## config.mk

```make
export PLATFORM = sky130hd
export DESIGN_NAME = event_timed_task_dispatch_table_core_flat
export DESIGN_NICKNAME = d
export VERILOG_FILES = /design/src/rtl/etd_pkg.sv /design/src/rtl/etd_req_if.sv /design/src/rtl/etd_rsp_if.sv /design/src/rtl/event_timed_task_dispatch_table_core.sv /design/src/rtl/etd_ctrl.sv /design/src/rtl/etd_dp.sv /design/src/flat_wrapper.sv
export SDC_FILE = /design/constraint.sdc
export NUM_CORES = 1
export LEC_CHECK = 0
export BUFFER_PORTS_ARGS = -buffer_cell sky130_fd_sc_hd__buf_4
export CAP_MARGIN = 20
export CORE_MARGIN = 5
export CORE_UTILIZATION = 40
export CTS_CLUSTER_DIAMETER = 100
export CTS_CLUSTER_SIZE = 20
export DETAILED_ROUTE_END_ITERATION = 8
export SLEW_MARGIN = 30
export SYNTH_ARGS = -nofsm -noshare
export SYNTH_HDL_FRONTEND = slang
export SYNTH_SLANG_ARGS = --single-unit
export TNS_END_PERCENT = 5
```

## constraint.sdc

```tcl
create_clock -name clk -period 21.3 [get_ports clk]
set_input_delay 1.065 -clock clk [delete_from_list [all_inputs] [get_ports clk]]
set_output_delay 1.065 -clock clk [all_outputs]
set_load 0.01 [all_outputs]
```

## src/rtl/etd_pkg.sv

```systemverilog
`timescale 1ns / 1ps
`default_nettype none

package etd_pkg;

    // Table geometry
    localparam int TABLE_DEPTH = 16;
    localparam int IDX_W       = (TABLE_DEPTH > 1) ? $clog2(TABLE_DEPTH) : 1;
    localparam int TIME_BIT    = 0;

    // Field widths
    localparam int ACT_W   = 2;
    localparam int ID_W    = 8;
    localparam int MASK_W  = 8;
    localparam int TICK_W  = 32;
    localparam int TAG_W   = 8;
    localparam int STAT_W  = 3;
    localparam int SLOT_W  = 4;
    localparam int THR_W   = 31;

    localparam logic [THR_W-1:0]  THR_RESET = THR_W'(1000);
    localparam logic [MASK_W-1:0] TIME_MASK = MASK_W'(1) << TIME_BIT;
    localparam logic [IDX_W-1:0]  IDX_LAST  = IDX_W'(TABLE_DEPTH - 1);

    typedef enum logic [ACT_W-1:0] {
        ACT_ADD    = 2'd0,
        ACT_REMOVE = 2'd1,
        ACT_SCAN   = 2'd2,
        ACT_NONE   = 2'd3
    } act_t;

    localparam logic [STAT_W-1:0] ST_OK        = 3'd0;
    localparam logic [STAT_W-1:0] ST_FULL      = 3'd1;
    localparam logic [STAT_W-1:0] ST_NOT_FOUND = 3'd2;
    localparam logic [STAT_W-1:0] ST_NO_MATCH  = 3'd3;
    localparam logic [STAT_W-1:0] ST_BAD_ID    = 3'd4;

    // Which result the datapath loads into the output register
    typedef enum logic [2:0] {
        EM_NONE,
        EM_FAIL,
        EM_SLOT,
        EM_PEND,
        EM_PEND_LAST
    } emit_t;

    typedef struct packed {
        act_t                action;
        logic [ID_W-1:0]     task_id;
        logic [MASK_W-1:0]   trigger_mask;
        logic                use_delay;
        logic [TICK_W-1:0]   delay_ticks;
        logic [TAG_W-1:0]    handler_tag;
        logic [TICK_W-1:0]   now_ticks;
        logic [MASK_W-1:0]   event_mask;
    } req_t;

    typedef struct packed {
        logic [STAT_W-1:0] status;
        logic [SLOT_W-1:0] slot_index;
        logic [ID_W-1:0]   matched_id;
        logic [TAG_W-1:0]  matched_handler;
        logic              last_result;
    } rsp_t;

    // Controller to datapath
    typedef struct packed {
        logic  load;
        logic  step;
        logic  wr;
        logic  pend_load;
        emit_t emit;
    } ctl_cmd_t;

    // Datapath to controller
    typedef struct packed {
        act_t action;
        logic bad_id;
        logic hit;
        logic last_slot;
        logic pend_valid;
        logic out_free;
    } ctl_stat_t;

endpackage

`default_nettype wire

```

## src/rtl/etd_req_if.sv

```systemverilog
`timescale 1ns / 1ps
`default_nettype none

interface etd_req_if;
    import etd_pkg::*;

    logic                valid;
    logic                ready;
    logic [ACT_W-1:0]    action;
    logic [ID_W-1:0]     task_id;
    logic [MASK_W-1:0]   trigger_mask;
    logic                use_delay;
    logic [TICK_W-1:0]   delay_ticks;
    logic [TAG_W-1:0]    handler_tag;
    logic [TICK_W-1:0]   now_ticks;
    logic [MASK_W-1:0]   event_mask;

    modport source (
        output valid, action, task_id, trigger_mask, use_delay, delay_ticks,
               handler_tag, now_ticks, event_mask,
        input  ready
    );

    modport sink (
        input  valid, action, task_id, trigger_mask, use_delay, delay_ticks,
               handler_tag, now_ticks, event_mask,
        output ready
    );
endinterface

`default_nettype wire

```

## src/rtl/etd_rsp_if.sv

```systemverilog
`timescale 1ns / 1ps
`default_nettype none

interface etd_rsp_if;
    import etd_pkg::*;

    logic              valid;
    logic              ready;
    logic [STAT_W-1:0] status;
    logic [SLOT_W-1:0] slot_index;
    logic [ID_W-1:0]   matched_id;
    logic [TAG_W-1:0]  matched_handler;
    logic              last_result;

    modport source (
        output valid, status, slot_index, matched_id, matched_handler, last_result,
        input  ready
    );

    modport sink (
        input  valid, status, slot_index, matched_id, matched_handler, last_result,
        output ready
    );
endinterface

`default_nettype wire

```

## src/rtl/event_timed_task_dispatch_table_core.sv

```systemverilog
`timescale 1ns / 1ps
`default_nettype none

// Task dispatch table with 16 slots (id, event mask, due time, handler tag).
// A request word on req is an add, a remove or a scan; answer words leave on
// rsp, each with last_result set on the final word of its request. An add
// takes the lowest free slot, a remove clears the lowest live slot with that
// id, and a scan returns every live slot whose mask meets event_mask, with a
// timed slot (time bit set) firing only while now_ticks - due lies in
// [0, late_threshold). Id 0 on add or remove answers bad id; action 3 is
// dropped with no answer. The table is walked one slot per cycle by a single
// compare unit while rsp does not hold it back. After the accept, an add or
// remove stops at its slot (a bad id at once), and a scan always visits
// all 16 slots and then emits its final word from a finish state. Stalls on
// rsp also hold the block: an add or remove waits for the output, a scan
// holds its walk while a match waits behind an untaken word. One word sits in
// the output register, so a new request is accepted while the final answer
// of the previous one is still waiting. Write late_threshold through
// cfg_we/cfg_wdata only while no request is in progress; it resets to 1000.
// Reset frees all slots at once; there is no clearing pass.

module event_timed_task_dispatch_table_core (
    input  wire logic                      clk,
    input  wire logic                      rst_n,
    etd_req_if.sink                        req,
    etd_rsp_if.source                      rsp,
    input  wire logic                      cfg_we,
    input  wire logic [etd_pkg::THR_W-1:0] cfg_wdata
);
    import etd_pkg::*;

    req_t      req_data;
    rsp_t      rsp_data;
    ctl_cmd_t  ctl_cmd;
    ctl_stat_t ctl_st;

    // Pack the request word for the datapath
    assign req_data.action       = act_t'(req.action);
    assign req_data.task_id      = req.task_id;
    assign req_data.trigger_mask = req.trigger_mask;
    assign req_data.use_delay    = req.use_delay;
    assign req_data.delay_ticks  = req.delay_ticks;
    assign req_data.handler_tag  = req.handler_tag;
    assign req_data.now_ticks    = req.now_ticks;
    assign req_data.event_mask   = req.event_mask;

    // Sequencer: accept, walk the slots, emit answers
    etd_ctrl u_ctrl (
        .clk       (clk),
        .rst_n     (rst_n),
        .req_valid (req.valid),
        .req_ready (req.ready),
        .st        (ctl_st),
        .cmd       (ctl_cmd)
    );

    // Slot table, compare unit, pending match and output register
    etd_dp u_dp (
        .clk       (clk),
        .rst_n     (rst_n),
        .req_data  (req_data),
        .cfg_we    (cfg_we),
        .cfg_wdata (cfg_wdata),
        .cmd       (ctl_cmd),
        .st        (ctl_st),
        .rsp_valid (rsp.valid),
        .rsp_ready (rsp.ready),
        .rsp_data  (rsp_data)
    );

    // Unpack the answer word
    assign rsp.status          = rsp_data.status;
    assign rsp.slot_index      = rsp_data.slot_index;
    assign rsp.matched_id      = rsp_data.matched_id;
    assign rsp.matched_handler = rsp_data.matched_handler;
    assign rsp.last_result     = rsp_data.last_result;

`ifndef SYNTHESIS
    // A failure answer always closes its request
    a_fail_is_last: assert property (@(posedge clk) disable iff (!rst_n)
        rsp.valid && (rsp.status != ST_OK) |-> rsp.last_result)
        else $error("failure word without last_result");

    // A failure answer carries no slot, id or tag
    a_fail_zero: assert property (@(posedge clk) disable iff (!rst_n)
        rsp.valid && (rsp.status != ST_OK) |->
            (rsp.slot_index == '0) && (rsp.matched_id == '0)
            && (rsp.matched_handler == '0))
        else $error("failure word with nonzero payload");

    // An accepted request keeps the block busy in the cycle after the accept
    a_busy_after_accept: assert property (@(posedge clk) disable iff (!rst_n)
        req.valid && req.ready |=> !req.ready)
        else $error("request accepted while previous one still walking");

    // A held scan match never outlives its request
    a_pend_only_busy: assert property (@(posedge clk) disable iff (!rst_n)
        ctl_st.pend_valid |-> !req.ready)
        else $error("pending match left over while idle");
`endif

endmodule

`default_nettype wire

```

## src/rtl/etd_ctrl.sv

```systemverilog
`timescale 1ns / 1ps
`default_nettype none

module etd_ctrl (
    input  wire logic               clk,
    input  wire logic               rst_n,
    input  wire logic               req_valid,
    output logic                    req_ready,
    input  wire etd_pkg::ctl_stat_t st,
    output etd_pkg::ctl_cmd_t       cmd
);
    import etd_pkg::*;

    typedef enum logic [2:0] {
        S_IDLE   = 3'b001,
        S_WALK   = 3'b010,
        S_FINISH = 3'b100
    } state_t;

    state_t state_reg;
    state_t state_next;

    always_ff @(posedge clk or negedge rst_n)
    begin
        if (!rst_n)
        begin
            state_reg <= S_IDLE;
        end
        else
        begin
            state_reg <= state_next;
        end
    end

    always_comb
    begin
        state_next    = state_reg;
        req_ready     = 1'b0;
        cmd.load      = 1'b0;
        cmd.step      = 1'b0;
        cmd.wr        = 1'b0;
        cmd.pend_load = 1'b0;
        cmd.emit      = EM_NONE;
        unique case (state_reg)
            S_IDLE:
            begin
                req_ready = 1'b1;
                if (req_valid)
                begin
                    cmd.load   = 1'b1;
                    state_next = S_WALK;
                end
            end
            S_WALK:
            begin
                if (st.action == ACT_NONE)
                begin
                    state_next = S_IDLE;
                end
                else if (st.action != ACT_SCAN)
                begin
                    if (st.bad_id || st.hit || st.last_slot)
                    begin
                        // finish here once the output register can take the word
                        if (st.out_free)
                        begin
                            if (!st.bad_id && st.hit)
                            begin
                                cmd.wr   = 1'b1;
                                cmd.emit = EM_SLOT;
                            end
                            else
                            begin
                                cmd.emit = EM_FAIL;
                            end
                            state_next = S_IDLE;
                        end
                    end
                    else
                    begin
                        cmd.step = 1'b1;
                    end
                end
                else if (!(st.hit && st.pend_valid && !st.out_free))
                begin
                    // push the older match out, hold the new one back
                    if (st.hit)
                    begin
                        cmd.pend_load = 1'b1;
                        if (st.pend_valid)
                        begin
                            cmd.emit = EM_PEND;
                        end
                    end
                    if (st.last_slot)
                    begin
                        state_next = S_FINISH;
                    end
                    else
                    begin
                        cmd.step = 1'b1;
                    end
                end
            end
            S_FINISH:
            begin
                if (st.out_free)
                begin
                    cmd.emit   = st.pend_valid ? EM_PEND_LAST : EM_FAIL;
                    state_next = S_IDLE;
                end
            end
            default:
            begin
                state_next = S_IDLE;
            end
        endcase
    end

endmodule

`default_nettype wire

```

## src/rtl/etd_dp.sv

```systemverilog
`timescale 1ns / 1ps
`default_nettype none

module etd_dp (
    input  wire logic                      clk,
    input  wire logic                      rst_n,
    input  wire etd_pkg::req_t             req_data,
    input  wire logic                      cfg_we,
    input  wire logic [etd_pkg::THR_W-1:0] cfg_wdata,
    input  wire etd_pkg::ctl_cmd_t         cmd,
    output etd_pkg::ctl_stat_t             st,
    output logic                           rsp_valid,
    input  wire logic                      rsp_ready,
    output etd_pkg::rsp_t                  rsp_data
);
    import etd_pkg::*;

    // Slot table: id and mask clear at reset, due time and tag only on add
    logic [ID_W-1:0]   ident_reg   [TABLE_DEPTH];
    logic [MASK_W-1:0] events_reg  [TABLE_DEPTH];
    logic [TICK_W-1:0] due_reg     [TABLE_DEPTH];
    logic [TAG_W-1:0]  handler_reg [TABLE_DEPTH];

    logic [THR_W-1:0]  thr_reg;
    req_t              cmd_reg;
    logic [TICK_W-1:0] cmd_due_reg;
    logic [IDX_W-1:0]  idx_reg;

    logic              pend_valid_reg;
    logic [IDX_W-1:0]  pend_idx_reg;
    logic [ID_W-1:0]   pend_id_reg;
    logic [TAG_W-1:0]  pend_tag_reg;

    logic              out_valid_reg;
    rsp_t              out_reg;
    rsp_t              out_next;

    logic [ID_W-1:0]   cur_ident;
    logic [MASK_W-1:0] cur_events;
    logic [TICK_W-1:0] cur_due;
    logic [TICK_W-1:0] age;
    logic              timely;
    logic              add_hit;
    logic              rem_hit;
    logic              scan_hit;
    logic [MASK_W-1:0] add_events;
    logic [STAT_W-1:0] fail_code;

    assign cur_ident  = ident_reg[idx_reg];
    assign cur_events = events_reg[idx_reg];
    assign cur_due    = due_reg[idx_reg];

    assign age      = cmd_reg.now_ticks - cur_due;
    assign timely   = !age[TICK_W-1] && (age[THR_W-1:0] < thr_reg);
    assign add_hit  = (cur_ident == '0);
    assign rem_hit  = (cur_events != '0) && (cur_ident == cmd_reg.task_id);
    assign scan_hit = ((cur_events & cmd_reg.event_mask) != '0)
                      && (!cur_events[TIME_BIT] || timely);

    assign add_events = cmd_reg.use_delay ? (cmd_reg.trigger_mask | TIME_MASK)
                                          : cmd_reg.trigger_mask;

    always_comb
    begin
        case (cmd_reg.action)
            ACT_ADD:    st.hit = add_hit;
            ACT_REMOVE: st.hit = rem_hit;
            ACT_SCAN:   st.hit = scan_hit;
            default:    st.hit = 1'b0;
        endcase
    end

    assign st.action     = cmd_reg.action;
    assign st.bad_id     = (cmd_reg.task_id == '0);
    assign st.last_slot  = (idx_reg == IDX_LAST);
    assign st.pend_valid = pend_valid_reg;
    assign st.out_free   = !out_valid_reg || rsp_ready;

    always_comb
    begin
        if (cmd_reg.action == ACT_SCAN)
        begin
            fail_code = ST_NO_MATCH;
        end
        else if (st.bad_id)
        begin
            fail_code = ST_BAD_ID;
        end
        else if (cmd_reg.action == ACT_ADD)
        begin
            fail_code = ST_FULL;
        end
        else
        begin
            fail_code = ST_NOT_FOUND;
        end
    end

    always_comb
    begin
        out_next = '0;
        case (cmd.emit)
            EM_FAIL:
            begin
                out_next.status      = fail_code;
                out_next.last_result = 1'b1;
            end
            EM_SLOT:
            begin
                out_next.status      = ST_OK;
                out_next.slot_index  = SLOT_W'(idx_reg);
                out_next.last_result = 1'b1;
            end
            EM_PEND, EM_PEND_LAST:
            begin
                out_next.status          = ST_OK;
                out_next.slot_index      = SLOT_W'(pend_idx_reg);
                out_next.matched_id      = pend_id_reg;
                out_next.matched_handler = pend_tag_reg;
                out_next.last_result     = (cmd.emit == EM_PEND_LAST);
            end
            default:
            begin
                out_next = out_reg;
            end
        endcase
    end

    always_ff @(posedge clk or negedge rst_n)
    begin
        if (!rst_n)
        begin
            thr_reg        <= THR_RESET;
            idx_reg        <= '0;
            pend_valid_reg <= 1'b0;
            out_valid_reg  <= 1'b0;
            for (int i = 0; i < TABLE_DEPTH; i++)
            begin
                ident_reg[i]  <= '0;
                events_reg[i] <= '0;
            end
        end
        else
        begin
            if (cfg_we)
            begin
                thr_reg <= cfg_wdata;
            end
            if (cmd.load)
            begin
                idx_reg        <= '0;
                pend_valid_reg <= 1'b0;
            end
            else if (cmd.step)
            begin
                idx_reg <= idx_reg + IDX_W'(1);
            end
            if (cmd.pend_load)
            begin
                pend_valid_reg <= 1'b1;
            end
            else if (cmd.emit == EM_PEND_LAST)
            begin
                pend_valid_reg <= 1'b0;
            end
            if (cmd.emit != EM_NONE)
            begin
                out_valid_reg <= 1'b1;
            end
            else if (rsp_ready)
            begin
                out_valid_reg <= 1'b0;
            end
            if (cmd.wr)
            begin
                if (cmd_reg.action == ACT_ADD)
                begin
                    ident_reg[idx_reg]  <= cmd_reg.task_id;
                    events_reg[idx_reg] <= add_events;
                end
                else
                begin
                    ident_reg[idx_reg]  <= '0;
                    events_reg[idx_reg] <= '0;
                end
            end
        end
    end

    // Payload registers
    always_ff @(posedge clk)
    begin
        if (cmd.load)
        begin
            cmd_reg     <= req_data;
            cmd_due_reg <= req_data.use_delay ? (req_data.now_ticks + req_data.delay_ticks)
                                              : '0;
        end
        if (cmd.wr && (cmd_reg.action == ACT_ADD))
        begin
            due_reg[idx_reg]     <= cmd_due_reg;
            handler_reg[idx_reg] <= cmd_reg.handler_tag;
        end
        if (cmd.pend_load)
        begin
            pend_idx_reg <= idx_reg;
            pend_id_reg  <= cur_ident;
            pend_tag_reg <= handler_reg[idx_reg];
        end
        out_reg <= out_next;
    end

    assign rsp_valid = out_valid_reg;
    assign rsp_data  = out_reg;

endmodule

`default_nettype wire

```

## src/flat_wrapper.sv

```systemverilog
// flat-port wrapper written by rule: the top's interface ports become plain ports
module event_timed_task_dispatch_table_core_flat import etd_pkg::*;
  (clk, rst_n, cfg_we, cfg_wdata, req_valid, req_action, req_task_id, req_trigger_mask, req_use_delay, req_delay_ticks, req_handler_tag, req_now_ticks, req_event_mask, req_ready, rsp_valid, rsp_status, rsp_slot_index, rsp_matched_id, rsp_matched_handler, rsp_last_result, rsp_ready);
  etd_req_if req_i ();
  etd_rsp_if rsp_i ();
  input  wire logic clk;
  input  wire logic rst_n;
  input  wire logic cfg_we;
  input  wire logic [etd_pkg::THR_W-1:0] cfg_wdata;
  input wire logic [$bits(req_i.valid)-1:0] req_valid;
  input wire logic [$bits(req_i.action)-1:0] req_action;
  input wire logic [$bits(req_i.task_id)-1:0] req_task_id;
  input wire logic [$bits(req_i.trigger_mask)-1:0] req_trigger_mask;
  input wire logic [$bits(req_i.use_delay)-1:0] req_use_delay;
  input wire logic [$bits(req_i.delay_ticks)-1:0] req_delay_ticks;
  input wire logic [$bits(req_i.handler_tag)-1:0] req_handler_tag;
  input wire logic [$bits(req_i.now_ticks)-1:0] req_now_ticks;
  input wire logic [$bits(req_i.event_mask)-1:0] req_event_mask;
  output wire logic [$bits(req_i.ready)-1:0] req_ready;
  output wire logic [$bits(rsp_i.valid)-1:0] rsp_valid;
  output wire logic [$bits(rsp_i.status)-1:0] rsp_status;
  output wire logic [$bits(rsp_i.slot_index)-1:0] rsp_slot_index;
  output wire logic [$bits(rsp_i.matched_id)-1:0] rsp_matched_id;
  output wire logic [$bits(rsp_i.matched_handler)-1:0] rsp_matched_handler;
  output wire logic [$bits(rsp_i.last_result)-1:0] rsp_last_result;
  input wire logic [$bits(rsp_i.ready)-1:0] rsp_ready;
  assign req_i.valid = req_valid;
  assign req_i.action = req_action;
  assign req_i.task_id = req_task_id;
  assign req_i.trigger_mask = req_trigger_mask;
  assign req_i.use_delay = req_use_delay;
  assign req_i.delay_ticks = req_delay_ticks;
  assign req_i.handler_tag = req_handler_tag;
  assign req_i.now_ticks = req_now_ticks;
  assign req_i.event_mask = req_event_mask;
  assign req_ready = req_i.ready;
  assign rsp_valid = rsp_i.valid;
  assign rsp_status = rsp_i.status;
  assign rsp_slot_index = rsp_i.slot_index;
  assign rsp_matched_id = rsp_i.matched_id;
  assign rsp_matched_handler = rsp_i.matched_handler;
  assign rsp_last_result = rsp_i.last_result;
  assign rsp_i.ready = rsp_ready;
  event_timed_task_dispatch_table_core u_core (.clk(clk), .rst_n(rst_n), .req(req_i), .rsp(rsp_i), .cfg_we(cfg_we), .cfg_wdata(cfg_wdata));
endmodule
```

# Word level (Yosys, flattened, before mapping)
# Memories as Yosys holds them, arrays and structs flattened. A register that Yosys moved wholly into a read port is not among the register bits.
# Index checks and enable logic that the tools add are counted.
[totals]
regBits = 431
ram_bits = 640
inputBits = 135
out_inout_bits = 26
wordCells = 177
memories = 2
[classes]
n_addsub = 3
magnitude_cmp = 3
eq_ne = 17
mux = 62
bitwise_logic = 5
reduce_logical = 33
[mem_list]
columns = ["memory", "depth", "width", "rd", "rd_ports_with_merged_regs", "write_ports", "line", "rtl"]
rows = [
  ["u_core.u_dp.due_reg", 16, 32, 1, 0, 1, "etd_dp.sv:21", "logic [TICK_W-1:0] due_reg [TABLE_DEPTH];"],
  ["u_core.u_dp.handler_reg", 16, 8, 1, 1, 1, "etd_dp.sv:22", "logic [TAG_W-1:0] handler_reg [TABLE_DEPTH];"],
]
[ops]
columns = ["operator", "n"]
rows = [
  ["AND 128 bit", 2],
  ["bitwise mux 128 bit", 2],
  ["two-way mux 128 bit", 2],
  ["NOT 128 bit", 1],
  ["binary-select mux 8 bit (select 4 bit)", 2],
  ["two-way mux 3 bit", 15],
  ["two-way mux 8 bit", 5],
  ["adder 32 bit", 1],
  ["demux 8 bit (select 4 bit)", 1],
  ["case mux 16 bit (2 select lines)", 1],
  ["subtractor 32 bit", 1],
  ["less-than comparator 31 bit", 1],
  ["two-way mux 1 bit", 20],
  ["zero test 8 bit", 2],
  ["two-way mux 4 bit", 4],
  ["nonzero test 8 bit", 2],
  ["!= test 4 bit, second input constant", 3],
  ["case mux 3 bit (2 select lines)", 2],
  ["case mux 4 bit (3 select lines)", 1],
  ["== test 3 x 2 -> 1 bit, second input constant", 3],
  ["case mux 3 bit (3 select lines)", 1],
  ["nonzero test 3 bit", 3],
  ["AND 8 bit", 1],
  ["== test 8 bit", 1],
  ["other kinds (22)", 46],
]

# Depth between registers and ports, before layout
# Gate-level depths: netlist (run 1).
[logic_depth]
ltp_word = 18
mapped_depth = 35
mapped_depth_nobuf = 25

# Cells and area by module
# Synthesis (run 1) repeated with hierarchy kept, for this count alone.
[unflattened]
cells_unflattened = 2994
area_unflattened_um2 = 46133.0
[modules_own_cells]
columns = ["module", "instances", "cells_per_inst", "area_each_um2", "seq_area_each_um2"]
rows = [
  ["etd_dp", 1, 2947, 45772.6, 30852.1],
  ["etd_ctrl", 1, 47, 360.3, 76.3],
]

# Worst setup path before layout (run 1)
# No wires, ideal clock.
[synth_timing]
path_kind = "register to register"
from = "reg u_core.u_dp.idx_reg[0]"
to = "mem u_core.u_dp.due_reg[0][0], enable pin"
setup_time_ps = 538
arrival_ps = 11596
required_time_ps = 20762
slack_ps = 9166
path_stages_with_launch = 32
path_buffers = 8
synth_period_minus_slack_ps = 12134
cell_sequence = "dfrtp_1 buf_4 buf_6 buf_6 buf_6 buf_2 buf_1 buf_1 mux4_2 mux4_2 ha_1 fa_1 nor2b_1 o21ai_0 a21boi_0 o21ai_0 a31oi_1 o211ai_1 a21oi_1 o31ai_1 and4_1 or3b_2 ha_1 nand3_1 nor4_1 nand2_1 a41oi_1 a2111oi_0 o2111ai_2 clkbuf_1 a2111oi_2 nor4bb_1"
[synth_between]
elab_chain_len = 18
word_cells_on_any_way = 35
cone_classes = "add/sub (1); order compare (1); eq/ne (2); mux (15); bitwise (2); reduce/logical (13); memory (1)"
[synth_lines]
columns = ["element", "line", "rtl"]
rows = [
  ["start, declared", "etd_dp.sv:27", "logic [IDX_W-1:0] idx_reg;"],
  ["start signal, assigned", "etd_dp.sv:156", "idx_reg <= idx_reg + IDX_W'(1);"],
  ["parallel branches: the longest is 18 deep, another holds memory read (16 x 32 bit)", "n/a", ""],
  ["end, declared", "etd_dp.sv:21", ""],
]
# Parallel ways; which one is timed is not known. The select of a mux whose other input is x is not followed.

# Worst setup path in the final report (run 1)
[layout_timing]
from = "reg u_core.u_dp.idx_reg[0]"
to = "mem u_core.u_dp.due_reg[7][0], enable pin"
# Same word-level chain as after synthesis.

==> out/metrics.cfg, run 1 <==
[critical_path]
r2r_cells = 30
critPathCapture = u_core.u_dp.due_reg[7][0]$_DFFE_PP_
rr_endpoint = u_core.u_dp.due_reg[7][0]$_DFFE_PP_
crit_path_start_kind = flip-flop
cp.required_ns = 21.61
path_class = reg -> reg
r2r_start = u_core.u_dp.idx_reg[0]$_DFFE_PN0P_
crit_fanout = 63
critPathMaxStageDelay_ns = 0.92
arrival_ns = 10.89
critPathSlowestCell = dfrtp_4
r2r_slack_ns = 10.72
worstSetupStartpoint = u_core.u_dp.idx_reg[0]$_DFFE_PN0P_
worstSetupEndpointType = flip-flop

[cells_and_area]
seq_area_um2 = 30900
stdcell_area_um2 = 52200
drive_gt1_share_pct = 29.0
syn_to_final_growth_pct = 10.3
nFillCells = 10100
multiInputGateArea_um2 = 15600
diodes = 0
largest_reg_flops = 512
post-route-util_pct = 44.3
nets = 3115

[die]
die_h_um = 354
core_area_um2 = 118000
io_pins = 161
rows = 126
fp.dieW_um = 354
die_area_um2 = 125000
start_util_pct = 40.2

[logic_synthesis]
netlist.top_cell.by_area = edfxtp_1
synthFlopType = edfxtp_1
yosysMostFrequentCell = edfxtp_1
synth-edff-count = 783
synthesis.instances = 2747
syn_nets = 2983
ys_warn_count = 0
yosys_register_bits = 1079
synth_cell_types = 84
ys_async_sr_fraction_pct = 27.4
synth_area_leaders = edfxtp_1 50%, dfrtp_1 15%, mux4_2 12%
synth_area_um2 = 47300
synth.avg_cell_area_um2 = 17.2
yosysSeqAreaShare_pct = 65.3
synth_common_cells = 783 x edfxtp_1, 289 x dfrtp_1, 260 x mux4_2
synth_top_area_share_pct = 49.7

[sta]
relSlewSlack_pct = 33.8
finalSetupViolCount = 0
fmax_mhz = 94.6
worst_pin_slew_ns = 0.980
rsz0062_at_grt = no
period_needed_ns = 10.58
finClkSkew_ns = 0.0413
hold_slack_ns = 0.439
slew_viol_final = 0
finalHoldViolations = 0
finalSetupTns_ns = 0
fin_ws_ns = 10.72
fin_crit_sh_pct = 49.7

[global_route]
antenna_found_initial = 1
grt_usage_pct = 18.2
grt_pass1_vias = 26800
grt_max_degree = 153
grt_overflow_total = 0
grt_pass1_wl_mm = 174

[drt]
drc = 0
route.final.wire_length_mm = 116
via_per_inst = 5.73
drt_iter0_drc = 2140
wl_per_cell_um = 26.1
firstDrtPassIters = 7
vias = 25500
antenna_left = 0

[placement]
gp_congestion = 0.930
dp_slack_ns = 10.49
placedInstanceArea_um2 = 50300
numPortBuffers = 160
hpwl_mm = 74.3

[flow_run]
maxCapViolations = 0

[hold_path]
min_path_type = in -> async

[clock_tree]
clkSinkCount = 1079
htree_levels = 2
clk_pin_slew_ns = 0.09
hold_buffers = 0
cts_resized = 0
cts_inserted_buffers = 61
clk_latency_ns = 0.69
cts_setup_buffers = 0
ctsLongestPathBuffers = 3
cts_root_buf = clkbuf_16
cts_tree = yes

[power_and_ir_drop]
p_per_area_nw_per_um2 = 102
p_leak_nw = 19.2
irDropWorstVdd_mv = 0.0672

[status]
status = finished, final reports clean

-- cell type report --
| class | instances | share of cell area, % |
|---|---|---|
| clock buffer | 91 | 3.16 |
| sequential | 1079 | 59.3 |
| timing repair buffer | 206 | 3.17 |
| clock inverter | 9 | 0.223 |
| multi-input combinational | 1442 | 29.8 |
| tap | 1536 | 3.68 |
| inverter | 89 | 0.645 |
-- stage by stage --
step                      total power [W]  instances
after detailed placement          0.00412       4349
final                             0.00530       4452
after floorplan                   0.00361       2747
after CTS                         0.00534       4449
after global routing              0.00557       4452
after global placement            0.00408       4349
-- worst min-delay path by stage --
stage / from / slack [ns] / to
5_1_grt: rst_n / 0.49 / u_core.u_dp.ident_reg[29]$_DFFE_PN0P_
3_5_place_dp: u_core.u_dp.events_reg[79]$_DFFE_PN0P_ / 0.48 / u_core.u_dp.events_reg[79]$_DFFE_PN0P_
2_1_floorplan: u_core.u_dp.events_reg[125]$_DFFE_PN0P_ / 0.45 / u_core.u_dp.events_reg[125]$_DFFE_PN0P_
4_1_cts: rst_n / 0.45 / u_core.u_dp.thr_reg[4]$_DFFE_PN0P_
6_report: rst_n / 0.44 / u_core.u_dp.ident_reg[29]$_DFFE_PN0P_
3_3_place_gp: u_core.u_dp.events_reg[125]$_DFFE_PN0P_ / 0.46 / u_core.u_dp.events_reg[125]$_DFFE_PN0P_
-- cell usage in the layout, fill, tap and decap left out, types with 36 or more instances in the layout --
| master | count |
|---|---|
| mux2_4 | 50 |
| nor2_1 | 84 |
| o21ai_0 | 74 |
| buf_4 | 196 |
| inv_1 | 87 |
| mux2_2 | 199 |
| edfxtp_1 | 783 |
| mux4_2 | 260 |
| a21oi_1 | 68 |
| dfrtp_1 | 285 |
| and2_1 | 36 |
| ha_1 | 99 |
| nand2_1 | 102 |
| clkbuf_16 | 61 |
-- worst max-delay path: cells and delay by family (launching register included) --
| kind | cells | cell delay [ns] |
|---|---|---|
| multiplexers | 2 | 1.11 |
| adder cells (fa/ha/maj) | 2 | 0.56 |
| buffers and inverters | 6 | 2.23 |
| flip-flops | 1 | 0.92 |
| AND/OR/NAND/NOR | 8 | 1.42 |
| XOR/XNOR | 1 | 0.14 |
| AO/OA/AOI/OAI | 11 | 3.57 |
-- logic make-up after synthesis --
| family | count (synthesis) | synth area share, % |
|---|---|---|
| DFF | 1079 | 65.3 |
| muxes | 556 | 19.7 |
| and+or+nand+nor | 423 | 4.72 |
| AOI/OAI and AO/OA | 304 | 4.27 |
| buffers and inverters | 226 | 2.13 |
| adders and majority gates | 101 | 2.70 |
| xor gates and xnor gates | 58 | 1.09 |
-- where the power goes --
| part | leakage [nW] | switching [W] | internal [W] |
|---|---|---|---|
| combinational | 7.24 | 0.000839 | 0.000649 |
| clock | 0.849 | 0.000675 | 0.000551 |
| sequential | 11.1 | 0.000158 | 0.00243 |
-- metal layers --
layer / track usage (%) / wire length [um]
met5: 0 / 0
met4: 3.60 / 2110
met1: 24.7 / 49400
met3: 2.00 / 5500
met2: 32.0 / 59000
Note: power is estimated with default switching activity, not from simulation.
==> run 2: changes to the inputs <==
==> constraint.sdc (replaced) <==
create_clock -name clk -period 9.6 [get_ports clk]
set_input_delay 0.48 -clock clk [delete_from_list [all_inputs] [get_ports clk]]
set_output_delay 0.48 -clock clk [all_outputs]
set_load 0.01 [all_outputs]
==> run 2 against run 1 <==
Global-route usage increased by 0.42 points. Count of clock-buffer cells in the layout increased by 2. Power increased by 120%. Largest cell class unchanged.
==> out/metrics.cfg, run 2 (synthesized netlist as in run 1, its figures left out) <==
[power_and_ir_drop]
p_leak_nw = 19.7  ; was 19.2 nW
p_int_w = 0.00807  ; was 0.00363 W
clock_power_share_pct = 22.8  ; was 23.1%
power.switching_w = 0.00371  ; was 0.00167 W
p_per_area_nw_per_um2 = 221  ; was 102 nW/um^2
seq_power_share_pct = 48.7  ; was 48.8%
irDropWorstVdd_mv = 0.148  ; was 0.0672 mV
switching_share_pct = 31.5  ; was 31.6%
pwr-share-comb_pct = 28.5  ; was 28.1%
totalPowerFinal_w = 0.0118  ; was 0.00530 W

[die]
die_area_um2 = 125000  ; unchanged
core_area_um2 = 118000  ; unchanged
die_h_um = 354  ; unchanged
fp.dieW_um = 354  ; unchanged
rows = 126  ; unchanged
start_util_pct = 40.2  ; unchanged
io_pins = 161  ; unchanged

[global_route]
grt_pass1_vias = 27300  ; was 26800
grt_pass1_wl_mm = 178  ; was 174 mm
grt_usage_pct = 18.6  ; was 18.2%
grt_max_degree = 106  ; was 153
grt_overflow_total = 0  ; unchanged
antenna_found_initial = 0  ; was 1

[sta]
period_needed_ns = 9.14  ; was 10.58 ns
fin_ws_ns = 0.459  ; was 10.72 ns
slew_viol_final = 0  ; unchanged
rsz0062_at_grt = no  ; unchanged
relSlewSlack_pct = 38.9  ; was 33.8%
fmax_mhz = 109  ; was 94.6 MHz
finClkSkew_ns = 0.0547  ; was 0.0413 ns
finalHoldViolations = 0  ; unchanged
finalSetupTns_ns = 0  ; unchanged
worst_pin_slew_ns = 0.917  ; was 0.980 ns
fin_crit_sh_pct = 95.2  ; was 49.7%
finalSetupViolCount = 0  ; unchanged

[clock_tree]
cts_tree = yes  ; unchanged
ctsLongestPathBuffers = 3  ; unchanged
cts_root_buf = clkbuf_16  ; unchanged
clk_latency_ns = 0.69  ; about the same
cts_inserted_buffers = 61  ; unchanged
clk_pin_slew_ns = 0.08  ; was 0.09 ns
htree_levels = 2  ; unchanged
clkSinkCount = 1079  ; unchanged

[critical_path]
cp.required_ns = 10.17  ; was 21.61 ns
critPathSlowestCell = dfrtp_4  ; unchanged
crit_path_start_kind = flip-flop  ; unchanged
worstSetupEndpointType = flip-flop  ; unchanged
rr_endpoint = u_core.u_dp.events_reg[98]$_DFFE_PN0P_  ; was u_core.u_dp.due_reg[7][0]$_DFFE_PP_
r2r_cells = 27  ; was 30
crit_fanout = 35  ; was 63
critPathMaxStageDelay_ns = 0.79  ; was 0.92 ns
cp_common_cell = buf_4
r2r_slack_ns = 0.46  ; was 10.72 ns
r2r_start = u_core.u_dp.idx_reg[1]$_DFFE_PN0P_  ; was u_core.u_dp.idx_reg[0]$_DFFE_PN0P_
arrival_ns = 9.71  ; was 10.89 ns
path_class = reg -> reg  ; unchanged

[flow_run]
maxCapViolations = 0  ; unchanged

[cells_and_area]
nets = 3216  ; was 3115
diodes = 0  ; unchanged
largest_reg_flops = 512  ; unchanged
final_cell_mix = 783 x edfxtp_1, 285 x dfrtp_1, 260 x mux4_2  ; unchanged
mostFrequentLayoutCell = edfxtp_1  ; unchanged
drive_gt1_share_pct = 28.3  ; was 29.0%
final_cell_count_no_fill = 4553  ; was 4452
syn_to_final_growth_pct = 12.6  ; was 10.3%

[hold_path]
holdPathStages = 3
min_path_type = in -> reg  ; was in -> async
min_from = cfg_wdata[22]
whs_endpoint = u_core.u_dp.thr_reg[22]$_DFFE_PN0P_

[drt]
drt_iter0_drc = 2208  ; was 2140
route.final.wire_length_mm = 118  ; was 116 mm
antenna_left = 0  ; unchanged
drc = 0  ; unchanged
firstDrtPassIters = 6  ; was 7
vias = 25900  ; was 25500
via_per_inst = 5.69  ; was 5.73
wl_per_cell_um = 25.9  ; was 26.1 um

[placement]
dp_cells = 4358  ; was 4349
dp_slack_ns = 0.362  ; was 10.49 ns
hpwl_mm = 74.3  ; about the same
gp_congestion = 0.854  ; was 0.930
numPortBuffers = 160  ; unchanged

[status]
status = finished, final reports clean  ; unchanged

-- run 2: changes by cell type in the layout (fill, tap and decap cells not counted), sizes merged --
| cell | before | now |
|---|---|---|
| bufinv | 1 | 0 |
| clkinvlp | 0 | 2 |
| buf | 206 | 214 |
| clkinv | 6 | 4 |
| dlygate4sd3 | 0 | 93 |
| clkbuf | 91 | 93 |
| inv | 91 | 90 |
-- run 2: layer usage --
layer  wire length, um  track usage, %  vias up  part of all wire (%)
li1                  -               -    11200                     -
met1             50100            25.6    13800                    42
met2             59900            32.3      739                    51
met3              5850            2.43      134                   5.0
met4              2120            3.47        0                   1.8
met5                 0               0        -                     0
-- run 2: area by class of cell --
cell class,count,area [um^2]
Clock buffer,93,1670
Multi-Input combinational cell,1442,15600
Tap cell,1536,1920
Timing Repair Buffer,307,2780
Fill cell,10000,64500
Inverter,89,339
Clock inverter,7,70.1
Sequential cell,1079,30900
-- run 2: critical path: cells and delay by family, from the launching register on --
kind,cells,cell delay [ns]
simple gates,7,1.63
fa+ha+maj,2,0.72
flops,1,0.79
buf+inv,4,1.07
mux,3,1.22
compound gates,11,3.59
-- run 2: how the worst max path moves through the flow --
| stage | start | end | slack, ns | cells past startpoint |
|---|---|---|---|---|
| after floorplan | u_core.u_dp.idx_reg[0]$_DFFE_PN0P_ | u_core.u_dp.due_reg[1][0]$_DFFE_PP_ | -0.98 | 31 |
| after global placement | u_core.u_dp.idx_reg[0]$_DFFE_PN0P_ | u_core.u_dp.events_reg[101]$_DFFE_PN0P_ | 0.51 | 30 |
| after detailed placement | u_core.u_dp.idx_reg[0]$_DFFE_PN0P_ | u_core.u_dp.events_reg[100]$_DFFE_PN0P_ | 0.36 | 30 |
| after CTS | u_core.u_dp.idx_reg[0]$_DFFE_PN0P_ | u_core.u_dp.events_reg[98]$_DFFE_PN0P_ | 0.32 | 30 |
| after global routing | u_core.u_dp.idx_reg[1]$_DFFE_PN0P_ | u_core.u_dp.events_reg[97]$_DFFE_PN0P_ | 0.02 | 27 |
| final | u_core.u_dp.idx_reg[1]$_DFFE_PN0P_ | u_core.u_dp.events_reg[98]$_DFFE_PN0P_ | 0.46 | 27 |
-- run 2: stage by stage --
stage,hold slack [ns],utilization (%),cell area [um^2]
6_report,0.0504,45.3,53300
5_1_grt,0.0160,45.3,53300
4_1_cts,0.000269,45.2,53200
3_5_place_dp,0.476,42.9,50600
3_3_place_gp,0.464,42.9,50500
2_1_floorplan,0.184,-,47400
-- run 2: repair_timing --
item / 4_1_cts / 5_1_grt
resized for setup: 0 / 2
hold endpoints to repair: 149 / 0
setup endpoints to repair: 0 / 480
hold buffers: 93 / 0
buffers inserted: 0 / 1
-- run 2: power groups by stage --
stage | logic (W) | registers [W] | clock network (W)
after global placement | 0.00324 | 0.00582 | 0
after CTS | 0.00335 | 0.00575 | 0.00278
final | 0.00335 | 0.00573 | 0.00269
after detailed placement | 0.00329 | 0.00585 | 0
after floorplan | 0.00239 | 0.00563 | 0
after global routing | 0.00366 | 0.00577 | 0.00295
